`config.mk`:
```
export PLATFORM = sky130hd
export DESIGN_NAME = tvc_fifo
export DESIGN_NICKNAME = d
export VERILOG_FILES = /design/src/hw/rtl/tvc_pkg.sv /design/src/hw/rtl/tvc_fifo.sv
export SDC_FILE = /design/constraint.sdc
export NUM_CORES = 1
export LEC_CHECK = 0
export BUFFER_PORTS_ARGS = -buffer_cell sky130_fd_sc_hd__clkbuf_2
export CAP_MARGIN = 20
export CORE_ASPECT_RATIO = 0.6
export CORE_UTILIZATION = 49
export DETAILED_ROUTE_END_ITERATION = 12
export PLACE_DENSITY_LB_ADDON = 0.05
export SLEW_MARGIN = 30
export SYNTH_ARGS = -nofsm -noshare
export SYNTH_HDL_FRONTEND = slang
export SYNTH_SLANG_ARGS = --single-unit
```
`constraint.sdc`:
```
create_clock -name clock -period 4.7 [get_ports clock]
set_input_delay 0.47 -clock clock [delete_from_list [all_inputs] [get_ports clock]]
set_output_delay 0.47 -clock clock [all_outputs]
set_load 0.01 [all_outputs]
```
`src/hw/rtl/tvc_pkg.sv`:
```
// Shared types and constants for the teleop velocity commander.
package tvc_pkg;

   // Drive mode codes.
   localparam logic [1:0] MODE_DIFF = 2'd0;
   localparam logic [1:0] MODE_OMNI = 2'd1;
   localparam logic [1:0] MODE_ACK  = 2'd2;

   // Output target codes.
   localparam logic [1:0] TGT_NORMAL = 2'd0;
   localparam logic [1:0] TGT_UNSAFE = 2'd1;
   localparam logic [1:0] TGT_BOTH   = 2'd2;

   // Configuration register indexes.
   localparam logic [2:0] CSR_MAX_LIN  = 3'd0;
   localparam logic [2:0] CSR_MAX_ANG  = 3'd1;
   localparam logic [2:0] CSR_WHEEL    = 3'd2;
   localparam logic [2:0] CSR_WD_EN    = 3'd3;
   localparam logic [2:0] CSR_WD_MS    = 3'd4;

   localparam logic [3:0] LEVEL_MIN = 4'd1;
   localparam logic [3:0] LEVEL_MAX = 4'd10;

   localparam longint unsigned ONE_Q30     = 64'd1073741824;
   localparam longint unsigned HALF_PI_Q30 = 64'd1686629713;

   typedef struct packed {
      logic [13:0] max_lin;
      logic [13:0] max_ang;
      logic [13:0] wheel_mm;
      logic        wd_en;
      logic [15:0] wd_ms;
   } cfg_type;

   // One classified word handed from the front to the back.
   typedef struct packed {
      logic               stop;
      logic [1:0]         target;
      logic [3:0]         level;
      logic [1:0]         mode;
      logic               tripped;
      logic signed [15:0] fwd;
      logic signed [15:0] side;
      logic signed [15:0] turn;
   } cmd_type;

   typedef struct packed {
      logic signed [15:0] fwd;
      logic signed [15:0] side;
      logic signed [15:0] turn;
      logic [1:0]         target;
      logic [3:0]         level;
      logic [1:0]         mode;
      logic               tripped;
   } rsp_type;

   function automatic logic [15:0] mag16(input logic signed [15:0] v);
      return v[15] ? (~v + 16'd1) : v;
   endfunction

endpackage

```
`src/hw/rtl/tvc_fifo.sv`:
```
// Two-entry queue of classified words between the front and the back.
module tvc_fifo (
   input  logic             clock,
   input  logic             reset,
   input  logic             push,
   input  tvc_pkg::cmd_type push_cmd,
   input  logic             pop,
   output tvc_pkg::cmd_type head,
   output logic             full,
   output logic             empty
);

   tvc_pkg::cmd_type mem_ff [2];
   logic             wr_ptr_ff, rd_ptr_ff;
   logic [1:0]       count_ff;

   assign full  = (count_ff == 2'd2);
   assign empty = (count_ff == 2'd0);
   assign head  = mem_ff[rd_ptr_ff];

   always_ff @(posedge clock) begin
      if (push) mem_ff[wr_ptr_ff] <= push_cmd;
   end

   always_ff @(posedge clock) begin
      if (reset) begin
         wr_ptr_ff <= 1'b0;
         rd_ptr_ff <= 1'b0;
         count_ff  <= 2'd0;
      end else begin
         if (push) wr_ptr_ff <= !wr_ptr_ff;
         if (pop)  rd_ptr_ff <= !rd_ptr_ff;
         if (push && !pop)      count_ff <= count_ff + 2'd1;
         else if (pop && !push) count_ff <= count_ff - 2'd1;
      end
   end

endmodule

```
==> summary.md <==
| Metric | Value |
|---|---|
| Final-report max-slew violation count | 0 |
| Filler cells | 634 |
| Slew @ Worst Pin | 0.8009 ns |
| Die Wd | 125.2 um |
| Multi-input gate area | 840.8 um^2 |
| Via count | 2305 |
| Failing checks | DRC |
| Critical path class | flop to primary output |
| Clk_lat worst skew | 0.40 ns |
| # rows | 26 |
| Post-CTS Setup Bufs | 0 |
| Drt drc | 14 |
| RePlAce Congestion | 0.7286 |
| Area Overhead vs Synth | 29.71% |
| Arrival time at the worst endpoint | 2.33 ns |
| Unrepaired setup endpoints after global routing | false |
| Final setup skew | 0.006795 ns |
| Cts bufs inserted | 17 |
| ANT nets after route | 0 |
| R2R cell count | 2 |
| TritonRoute pass-1 iters | 8 |
| Final hold vios | 0 |
| Clock root cell | clkbuf_16 |
| Post-synthesis sequential area ratio | 80.27% |
| Leak Pwr | 2.291 nW |
| CTS tree | built |
| Hold Path Class | primary input to flop |
| All-Layer GR Usage | 17.60% |
| Initial drt markers | 170 |
| Worst EP required | 4.23 ns |
| Routed len/inst | 16.68 um |
| Max-Cap Viols | 0 |
| Core Util, Final | 66.67% |
| Largest net degree at the start of global routing | 36 |
| Port bufs | 121 |
| Most frequent cells in the layout | clkbuf_2 (121), edfxtp_1 (116), mux2_2 (38) |
| Clock transition at path regs | 0.05 ns |
| Core ar. | 0.008686 mm^2 |
| Period Utilization, post-route | 59.63% |
| Initial antenna violation count | 0 |
| Mapped Cells | 202 |
| Hold Crit Start | push_cmd[43] |
| CP Max Fanout | 31 |
| Ports | 122 |
| First-pass GRT wire length | 12140 um |
| WHS Path Cells | 1 |
| GRT overflow | 0 |
| Net count after synthesis | 265 |
| Die Area | 0.009509 mm^2 |
| Minimum clock period | 2.802 ns |
| Worst reg2reg path startpoint | wr_ptr_ff |
| Status | finished, violations left |
| VDD IR max | 0.2744 mV |
| Register area | 0.003585 mm^2 |
| Flop2flop setup slack | 2.81 ns |
| CP endpoint kind | primary output |
| N_diodes | 0 |
| Average size of a mapped cell | 22.10 um^2 |
| CTS-repair resized insts | 0 |
| Crit path cell chain | buf_4 > mux2_2 > clkbuf_2 |
| Startpoint types | flop |
| Via density per instance | 4.957 |
| Vias in the first global route | 2394 |
| Aggregate routed wire length | 7758 um |
| Final setup viols | 0 |
| Pwr dens | 481.8 mW/mm^2 |
| Yosys Warn Count | 0 |
| Fin Hold WS | 0.2577 ns |
| Layout cell share with drive strength beyond 1 | 59.77% |
| Final HPWL DP | 5012 um |
| Nets | 403 |
| Unique masters post-synth | 18 |
| FMAX | 356.8 MHz |
| Clk buf depth | 2 |
| Seq cells post-synth | 121 |
| Setup TNS | 0 ns |
| Synth Cell Area | 0.004464 mm^2 |
| Most common cell after layout, fill and taps aside | clkbuf_2 |
| Max transition margin | 46.61% |
| Critical R2R Capture | mem_ff[1][11] |
| Hold buffer count at cts | 0 |
| Die height | 75.94 um |
| Crit-path max cell delay | 0.85 ns |
| Starting utilization of the core area | 51.40% |
| Hold endpoint | mem_ff[1][43] |
| H-tree lvl count | 4 |
| Clock sink count | 121 |
| Critical-path top delay cell | dfxtp_2 |
layout make-up:
| class | count | share of cell area (%) |
|---|---|---|
| Sequential cell | 121 | 61.91 |
| Multi-Input combinational cell | 74 | 14.52 |
| Timing Repair Buffer | 125 | 11.32 |
| Clock buffer | 18 | 7.411 |
| Tap cell | 112 | 2.420 |
| Clock inverter | 14 | 2.355 |
| Inverter | 1 | 0.06482 |
per-layer routing:
metal  part of all wire [%]  track usage [%]  vias up
met2                     47            26.31       90
li1                       -                -     1077
met1                     42            21.36     1129
met3                    9.7            8.333        9
met4                    1.4            9.146        0
met5                      0                0        -
where the power goes:
group          internal [W]  leakage [nW]  switching, W  total, W
Sequential          0.00126          1.13     0.0000285   0.00129
Clock              0.000814         0.280      0.000423   0.00124
Combinational      0.000135         0.881      0.000130  0.000265
Total               0.00221          2.29      0.000581   0.00279
logic make-up after synthesis:
group	Yosys count	synth area share, %
AO/OA/AOI/OAI	2	0.2240
buffers and inverters	7	1.093
XOR/XNOR	4	0.7849
multiplexers	58	16.31
AND/OR/NAND/NOR	9	1.037
flip-flops	121	80.27
adder cells (fa/ha/maj)	1	0.2802
worst max path at each step:
stage          depth (start not counted)  startpoint           end
2_1_floorplan                          1        push  mem_ff[0][0]
3_3_place_gp                           3        flop      head[11]
3_5_place_dp                           3        flop      head[14]
4_1_cts                                3        flop      head[14]
5_1_grt                                3        flop      head[14]
6_report                               3        flop      head[14]
cells in the mapped netlist (all sizes together):
library cell	n	area [um^2]
inv	1	3.750
buf	6	45.04
nor2b	1	6.260
mux2	58	728.2
xor2	2	17.52
o21ai	1	5.000
or3	1	6.260
and2	1	6.260
edfxtp	116	3483
a21oi	1	5.000
ha	1	12.51
dfxtp	5	100.1
xnor2	2	17.52
nor2	5	18.77
and2b	1	8.760
metrics by stage:
stage                     power, W  setup WS, ns  instances  area (um^2)
after floorplan           0.001461         1.191        202         4464
after global placement    0.001567         2.321        432         5197
after detailed placement  0.001574         2.277        432         5197
after CTS                 0.002809         1.828        464         5763
after global routing      0.002887         1.749        465         5791
final                     0.002790         1.898        465         5791
state kept, by name, summed over array words and instances, names as in the netlist, named ones only:
register and flops:
rd_ptr_ff 1, wr_ptr_ff 1, mem_ff 116, count_ff 2
worst max-delay path, delay by kind of cell, from the launching register on:
family                 cells  cell delay, ns
flip-flops                 1            0.85
buffers and inverters      2            0.66
multiplexers               1            0.40
(Power assumes the default switching activity.)
