File: src/hw/rtl/tvc_pkg.sv
// Shared types and constants for the teleop velocity commander.
package tvc_pkg;

   // Drive mode codes.
   localparam logic [1:0] MODE_DIFF = 2'd0;
   localparam logic [1:0] MODE_OMNI = 2'd1;
   localparam logic [1:0] MODE_ACK  = 2'd2;

   // Output target codes.
   localparam logic [1:0] TGT_NORMAL = 2'd0;
   localparam logic [1:0] TGT_UNSAFE = 2'd1;
   localparam logic [1:0] TGT_BOTH   = 2'd2;

   // Configuration register indexes.
   localparam logic [2:0] CSR_MAX_LIN  = 3'd0;
   localparam logic [2:0] CSR_MAX_ANG  = 3'd1;
   localparam logic [2:0] CSR_WHEEL    = 3'd2;
   localparam logic [2:0] CSR_WD_EN    = 3'd3;
   localparam logic [2:0] CSR_WD_MS    = 3'd4;

   localparam logic [3:0] LEVEL_MIN = 4'd1;
   localparam logic [3:0] LEVEL_MAX = 4'd10;

   localparam longint unsigned ONE_Q30     = 64'd1073741824;
   localparam longint unsigned HALF_PI_Q30 = 64'd1686629713;

   typedef struct packed {
      logic [13:0] max_lin;
      logic [13:0] max_ang;
      logic [13:0] wheel_mm;
      logic        wd_en;
      logic [15:0] wd_ms;
   } cfg_type;

   // One classified word handed from the front to the back.
   typedef struct packed {
      logic               stop;
      logic [1:0]         target;
      logic [3:0]         level;
      logic [1:0]         mode;
      logic               tripped;
      logic signed [15:0] fwd;
      logic signed [15:0] side;
      logic signed [15:0] turn;
   } cmd_type;

   typedef struct packed {
      logic signed [15:0] fwd;
      logic signed [15:0] side;
      logic signed [15:0] turn;
      logic [1:0]         target;
      logic [3:0]         level;
      logic [1:0]         mode;
      logic               tripped;
   } rsp_type;

   function automatic logic [15:0] mag16(input logic signed [15:0] v);
      return v[15] ? (~v + 16'd1) : v;
   endfunction

endpackage

File: src/hw/rtl/tvc_front.sv
// Front end: accepts gamepad words, runs deadman and watchdog, updates level and mode.
module tvc_front (
   input  logic              clock,
   input  logic              reset,
   input  tvc_pkg::cfg_type  cfg,
   input  logic              in_valid,
   output logic              in_ready,
   input  logic [103:0]      in_data,
   input  logic              fifo_full,
   output logic              push,
   output tvc_pkg::cmd_type  push_cmd
);

   logic [3:0]  level_ff, level_in;
   logic [1:0]  mode_ff, mode_in;
   logic [15:0] last_accel_ff, last_accel_in;
   logic [31:0] last_time_ff, last_time_in;
   logic        wd_ff, wd_in;

   logic               accept, go;
   logic               held, let_go, unsafe, faster, slower, mode_btn;
   logic [15:0]        accel;
   logic [31:0]        now, elapsed;

   assign in_ready = !fifo_full;
   assign accept   = in_valid && !fifo_full;
   assign held     = in_data[0];
   assign let_go   = in_data[1];
   assign unsafe   = in_data[2];
   assign faster   = in_data[3];
   assign slower   = in_data[4];
   assign mode_btn = in_data[5];
   assign accel    = in_data[69:54];
   assign now      = in_data[101:70];
   assign elapsed  = now - last_time_ff;

   always_comb begin
      level_in      = level_ff;
      mode_in       = mode_ff;
      last_accel_in = last_accel_ff;
      last_time_in  = last_time_ff;
      wd_in         = wd_ff;
      go            = 1'b0;
      push          = 1'b0;
      push_cmd.stop    = 1'b1;
      push_cmd.target  = tvc_pkg::TGT_BOTH;
      push_cmd.level   = level_ff;
      push_cmd.mode    = mode_ff;
      push_cmd.tripped = wd_ff;
      push_cmd.fwd     = in_data[21:6];
      push_cmd.side    = in_data[37:22];
      push_cmd.turn    = in_data[53:38];
      if (accept) begin
         if (let_go) begin
            push = 1'b1;
         end else if (held) begin
            go = 1'b1;
            if (cfg.wd_en) begin
               if (accel != last_accel_ff) begin
                  last_accel_in = accel;
                  last_time_in  = now;
                  wd_in         = 1'b0;
               end else if (wd_ff) begin
                  go = 1'b0;
               end else if (elapsed >= {16'd0, cfg.wd_ms}) begin
                  // Stale sensor: one stop word, then silence until it moves.
                  wd_in            = 1'b1;
                  go               = 1'b0;
                  push             = 1'b1;
                  push_cmd.tripped = 1'b1;
               end
            end
            if (go) begin
               if (slower) begin
                  if (level_ff > tvc_pkg::LEVEL_MIN) level_in = level_ff - 4'd1;
               end else if (faster) begin
                  if (level_ff < tvc_pkg::LEVEL_MAX) level_in = level_ff + 4'd1;
               end
               if (mode_btn) begin
                  case (mode_ff)
                     tvc_pkg::MODE_DIFF: mode_in = tvc_pkg::MODE_OMNI;
                     tvc_pkg::MODE_OMNI: mode_in = (cfg.wheel_mm != 14'd0) ?
                                                   tvc_pkg::MODE_ACK : tvc_pkg::MODE_DIFF;
                     default:            mode_in = tvc_pkg::MODE_DIFF;
                  endcase
               end
               push             = 1'b1;
               push_cmd.stop    = 1'b0;
               push_cmd.target  = unsafe ? tvc_pkg::TGT_UNSAFE : tvc_pkg::TGT_NORMAL;
               push_cmd.level   = level_in;
               push_cmd.mode    = mode_in;
               push_cmd.tripped = wd_in;
            end
         end
      end
   end

   always_ff @(posedge clock) begin
      if (reset) begin
         level_ff      <= tvc_pkg::LEVEL_MIN;
         mode_ff       <= tvc_pkg::MODE_DIFF;
         last_accel_ff <= 16'd0;
         last_time_ff  <= 32'd0;
         wd_ff         <= 1'b0;
      end else begin
         level_ff      <= level_in;
         mode_ff       <= mode_in;
         last_accel_ff <= last_accel_in;
         last_time_ff  <= last_time_in;
         wd_ff         <= wd_in;
      end
   end

endmodule

File: config.mk
export PLATFORM = sky130hd
export DESIGN_NAME = tvc_front
export DESIGN_NICKNAME = d
export VERILOG_FILES = /design/src/hw/rtl/tvc_pkg.sv /design/src/hw/rtl/tvc_front.sv
export SDC_FILE = /design/constraint.sdc
export NUM_CORES = 1
export LEC_CHECK = 0
export ABC_AREA = 1
export BUFFER_PORTS_ARGS = -buffer_cell sky130_fd_sc_hd__buf_2
export CORE_UTILIZATION = 54
export DETAILED_ROUTE_END_ITERATION = 10
export PLACE_DENSITY_LB_ADDON = 0.25
export SETUP_SLACK_MARGIN = 0.5
export SYNTH_ARGS = -nofsm -noshare
export SYNTH_HDL_FRONTEND = slang
export SYNTH_SLANG_ARGS = --single-unit
File: constraint.sdc
create_clock -name clock -period 8.5 [get_ports clock]
set_input_delay 0 -clock clock [delete_from_list [all_inputs] [get_ports clock]]
set_output_delay 0 -clock clock [all_outputs]
set_load 0.1 [all_outputs]
==> run_results.csv <==
group,metric,value,unit
run_status,outcome,"complete, but fails checks",
run_status,violations,"hold timing",
pwr,p_leak,3.52,nW
logic_synthesis,yosysSeqAreaShare,0.192,
floorplanning,die_w,105,um
sta,clock-skew-final,0.0105,ns
pwr,p_switching,0.270,mW
sta,setup_viol,0,
routing,wl_met2,6190,um
logic_synthesis,netlist_instances,955,
finish,diodes,0,
global_route,grt_pass1_wl,23100,um
floorplanning,io_pins,227,
routing,first_pass_iters,5,
routing,drt-total-wl,13400,um
routing,viasPerCell,4.86,
sta,period_share,0.468,
sta,rsz0062_at_grt,"false",
pwr,power_density,107,nW/um^2
cts,clk_pin_slew_worst_paths,0.13,ns
logic_synthesis,ys_warn_count,0,
logic_synthesis,ys_ff_latch,55,
global_route,grt_pass1_vias,5307,
sta,setup-tns-final,0,ns
cts,cts_resized,0,
pwr,swShare,0.385,
logic_synthesis,syn_nets,1173,
logic_synthesis,yosysMostFrequentCell,"nand2_1",
logic_synthesis,async_flop_share,0,
worst_setup_path,critical_path_class,"reg2out",
cts,cts_inserted_buffers,5,
floorplanning,start_util,0.556,
floorplanning,dieArea,11000,um^2
cts,htree_levels,2,
worst_setup_path,cp.required,8.50,ns
sta,slew_headroom,0.529,
pwr,seq_power_share,0.379,
logic_synthesis,syn_avg_cell_area,6.01,um^2
global_route,grt_max_degree,80,
logic_synthesis,netlist.area_leader.share,0.192,
finish,nNetsFinal,1267,
routing,drt_iter0_drc,354,
sta,fmax,251,MHz
cts,cts_setup_buffers,0,
cts,cts.sinks,55,
finish,nFillCells,1014,
sta,worst_slack,4.52,ns
routing,routed_wire_length_per_instance,11.3,um
cts,root_buffer,"clkbuf_8",
pwr,vdd_drop_max,69.3,uV
finish,final_area,6580,um^2
global_route,track_usage,0.252,
logic_synthesis,synth_area_leaders,"dfxtp_1 (19%), nand2_1 (16%), inv_1 (11%), ha_1 (11%), buf_4 (6.4%)",
global_route,overflow,0,
worst_hold_path,hold_path_class,"in2reg",
routing,remaining_drc_errors,0,
routing,num_vias,5764,
worst_setup_path,cp_data_arrival_time,3.98,ns
sta,holdWs,-0.00567,ns
finish,area_delta_synth_final,14.7,%
routing,highest_layer,"met4",
placement,dp_hpwl,10500,um
logic_synthesis,synth.largest_area_cell,"dfxtp_1",
worst_setup_path,crit_fanout,9,
sta,final_max_slew_viol_count,0,
finish,instances_no_fill,1186,
placement,place_ws,4.90,ns
placement,port_buffers,100,
pwr,power_frac_comb,0.372,
sta,hold_viol,1,
pwr,p_total,0.701,mW
cts,cts_tree,"done",
sta,final.min_clock_period,3.98,ns
routing,wl_met1,6370,um
logic_synthesis,synth_edf_count,0,
placement,dp.cells,1130,
finish,drive_gt1_frac,0.136,
worst_setup_path,endpoint_kind,"output port",
logic_synthesis,ys_types,39,
floorplanning,fp-row-count,37,
floorplanning,core_area,10300,um^2
logic_synthesis,synthesis.area,5740,um^2
pwr,p_clk_frac,0.249,
cts,clk_path_buf_depth,2,
global_route,antenna_found_initial,0,
worst_setup_path,startpoint_type,"register",
logic_synthesis,synthFlopType,"dfxtp_1",
routing,dr_wl_met3,709,um
logic_synthesis,synth_commonest_cells,"nand2_1 (249), inv_1 (170), nor2_1 (84), a21oi_1 (66), o21ai_0 (58)",
sta,worst_slew_pin_slew,0.706,ns
placement,gp_congestion,0.911,
finish,fin_util,0.637,
cts,clk_latency,0.34,ns
routing,ant_nets,0,
pwr,intPower,0.431,mW
floorplanning,die_h,105,um
job,maxCapViolations,0,
placement,dpl_cell_area,6000,um^2
-- what timing repair did --
action,CTS,global route
hold endpoints to repair,52,1
hold buffers,47,1
endpoints found under the setup margin,0,0
-- path summary, 6_finish.rpt --
kind | start | end | slack, ns | cells past startpoint
setup / recovery | last_time_ff[9]$_SDFFE_PP0P_ | push_cmd[52] | 4.52 | 26
hold reg to reg | last_time_ff[28]$_SDFFE_PP0P_ | last_time_ff[28]$_SDFFE_PP0P_ | 0.47 | 2
setup reg to reg | last_time_ff[9]$_SDFFE_PP0P_ | level_ff[3]$_SDFFE_PP0P_ | 5.17 | 25
hold / removal | in_data[96] | last_time_ff[26]$_SDFFE_PP0P_ | -0.006 | 3
-- power by group through the flow --
stage	Clock, mW	Sequential, mW	Combinational (mW)
2_1_floorplan	0	0.271	0.282
3_3_place_gp	0	0.272	0.238
3_5_place_dp	0	0.272	0.241
4_1_cts	0.182	0.266	0.259
5_1_grt	0.189	0.267	0.298
6_report	0.174	0.266	0.261
-- routing by layer --
metal	GRT usage	up-vias
li1	-	3118
met1	0.329	2490
met2	0.441	136
met3	0.0287	20
met4	0.0594	0
met5	0	-
-- sequential cells by signal (all words and copies together) (netlist names) --
register,flops
last_time_ff,32
last_accel_ff,16
mode_ff,2
level_ff,4
wd_ff,1
-- critical path: stages (launching register included) --
cell	delay (ns)
dfxtp_1	0.33
inv_1	0.05
ha_1	0.36
nand2_1	0.13
inv_2	0.07
nand2_1	0.10
nor3_2	0.15
nand2_1	0.08
nand2_2	0.12
xor2_1	0.20
ha_1	0.28
a21oi_1	0.17
o21ai_0	0.10
nor2_1	0.11
nand2_1	0.06
nor2_1	0.08
nand3_1	0.07
nor2_1	0.08
nand2_1	0.05
nor2_1	0.10
nand2_2	0.11
nand3_4	0.12
nand2_4	0.10
nand2_1	0.09
nand2_1	0.06
inv_1	0.05
buf_2	0.41
-- area by class of cell --
| type | count | area (um^2) | share of cell area |
|---|---|---|---|
| Tap cell | 136 | 170 | 0.0259 |
| Clock buffer | 5 | 68.8 | 0.0105 |
| Inverter | 178 | 668 | 0.102 |
| Sequential cell | 55 | 1100 | 0.167 |
| Multi-Input combinational cell | 659 | 3550 | 0.539 |
| Clock inverter | 3 | 31.3 | 0.00475 |
| Timing Repair Buffer | 150 | 996 | 0.151 |
-- cells by family after synthesis --
family          synth area share
simple gates               0.335
buf+inv                    0.190
compound gates             0.117
flops                      0.192
fa+ha+maj                  0.113
xor+xnor                  0.0519
mux                      0.00174
-- layout by cell type (no fill, tap or decap), drive strengths merged, types with 2 or more instances in the layout --
cell / instances
nand2: 259
inv: 180
buf: 102
nor2: 92
a21oi: 66
o21ai: 60
dfxtp: 55
ha: 50
dlygate4sd3: 48
nand3: 48
xor2: 29
nand4: 11
nor3: 9
nand3b: 7
nor4: 5
xnor2: 5
clkbuf: 5
and2: 4
and3: 2
o21bai: 2
nor3b: 2
or2: 2
(Power assumes the default switching activity.)
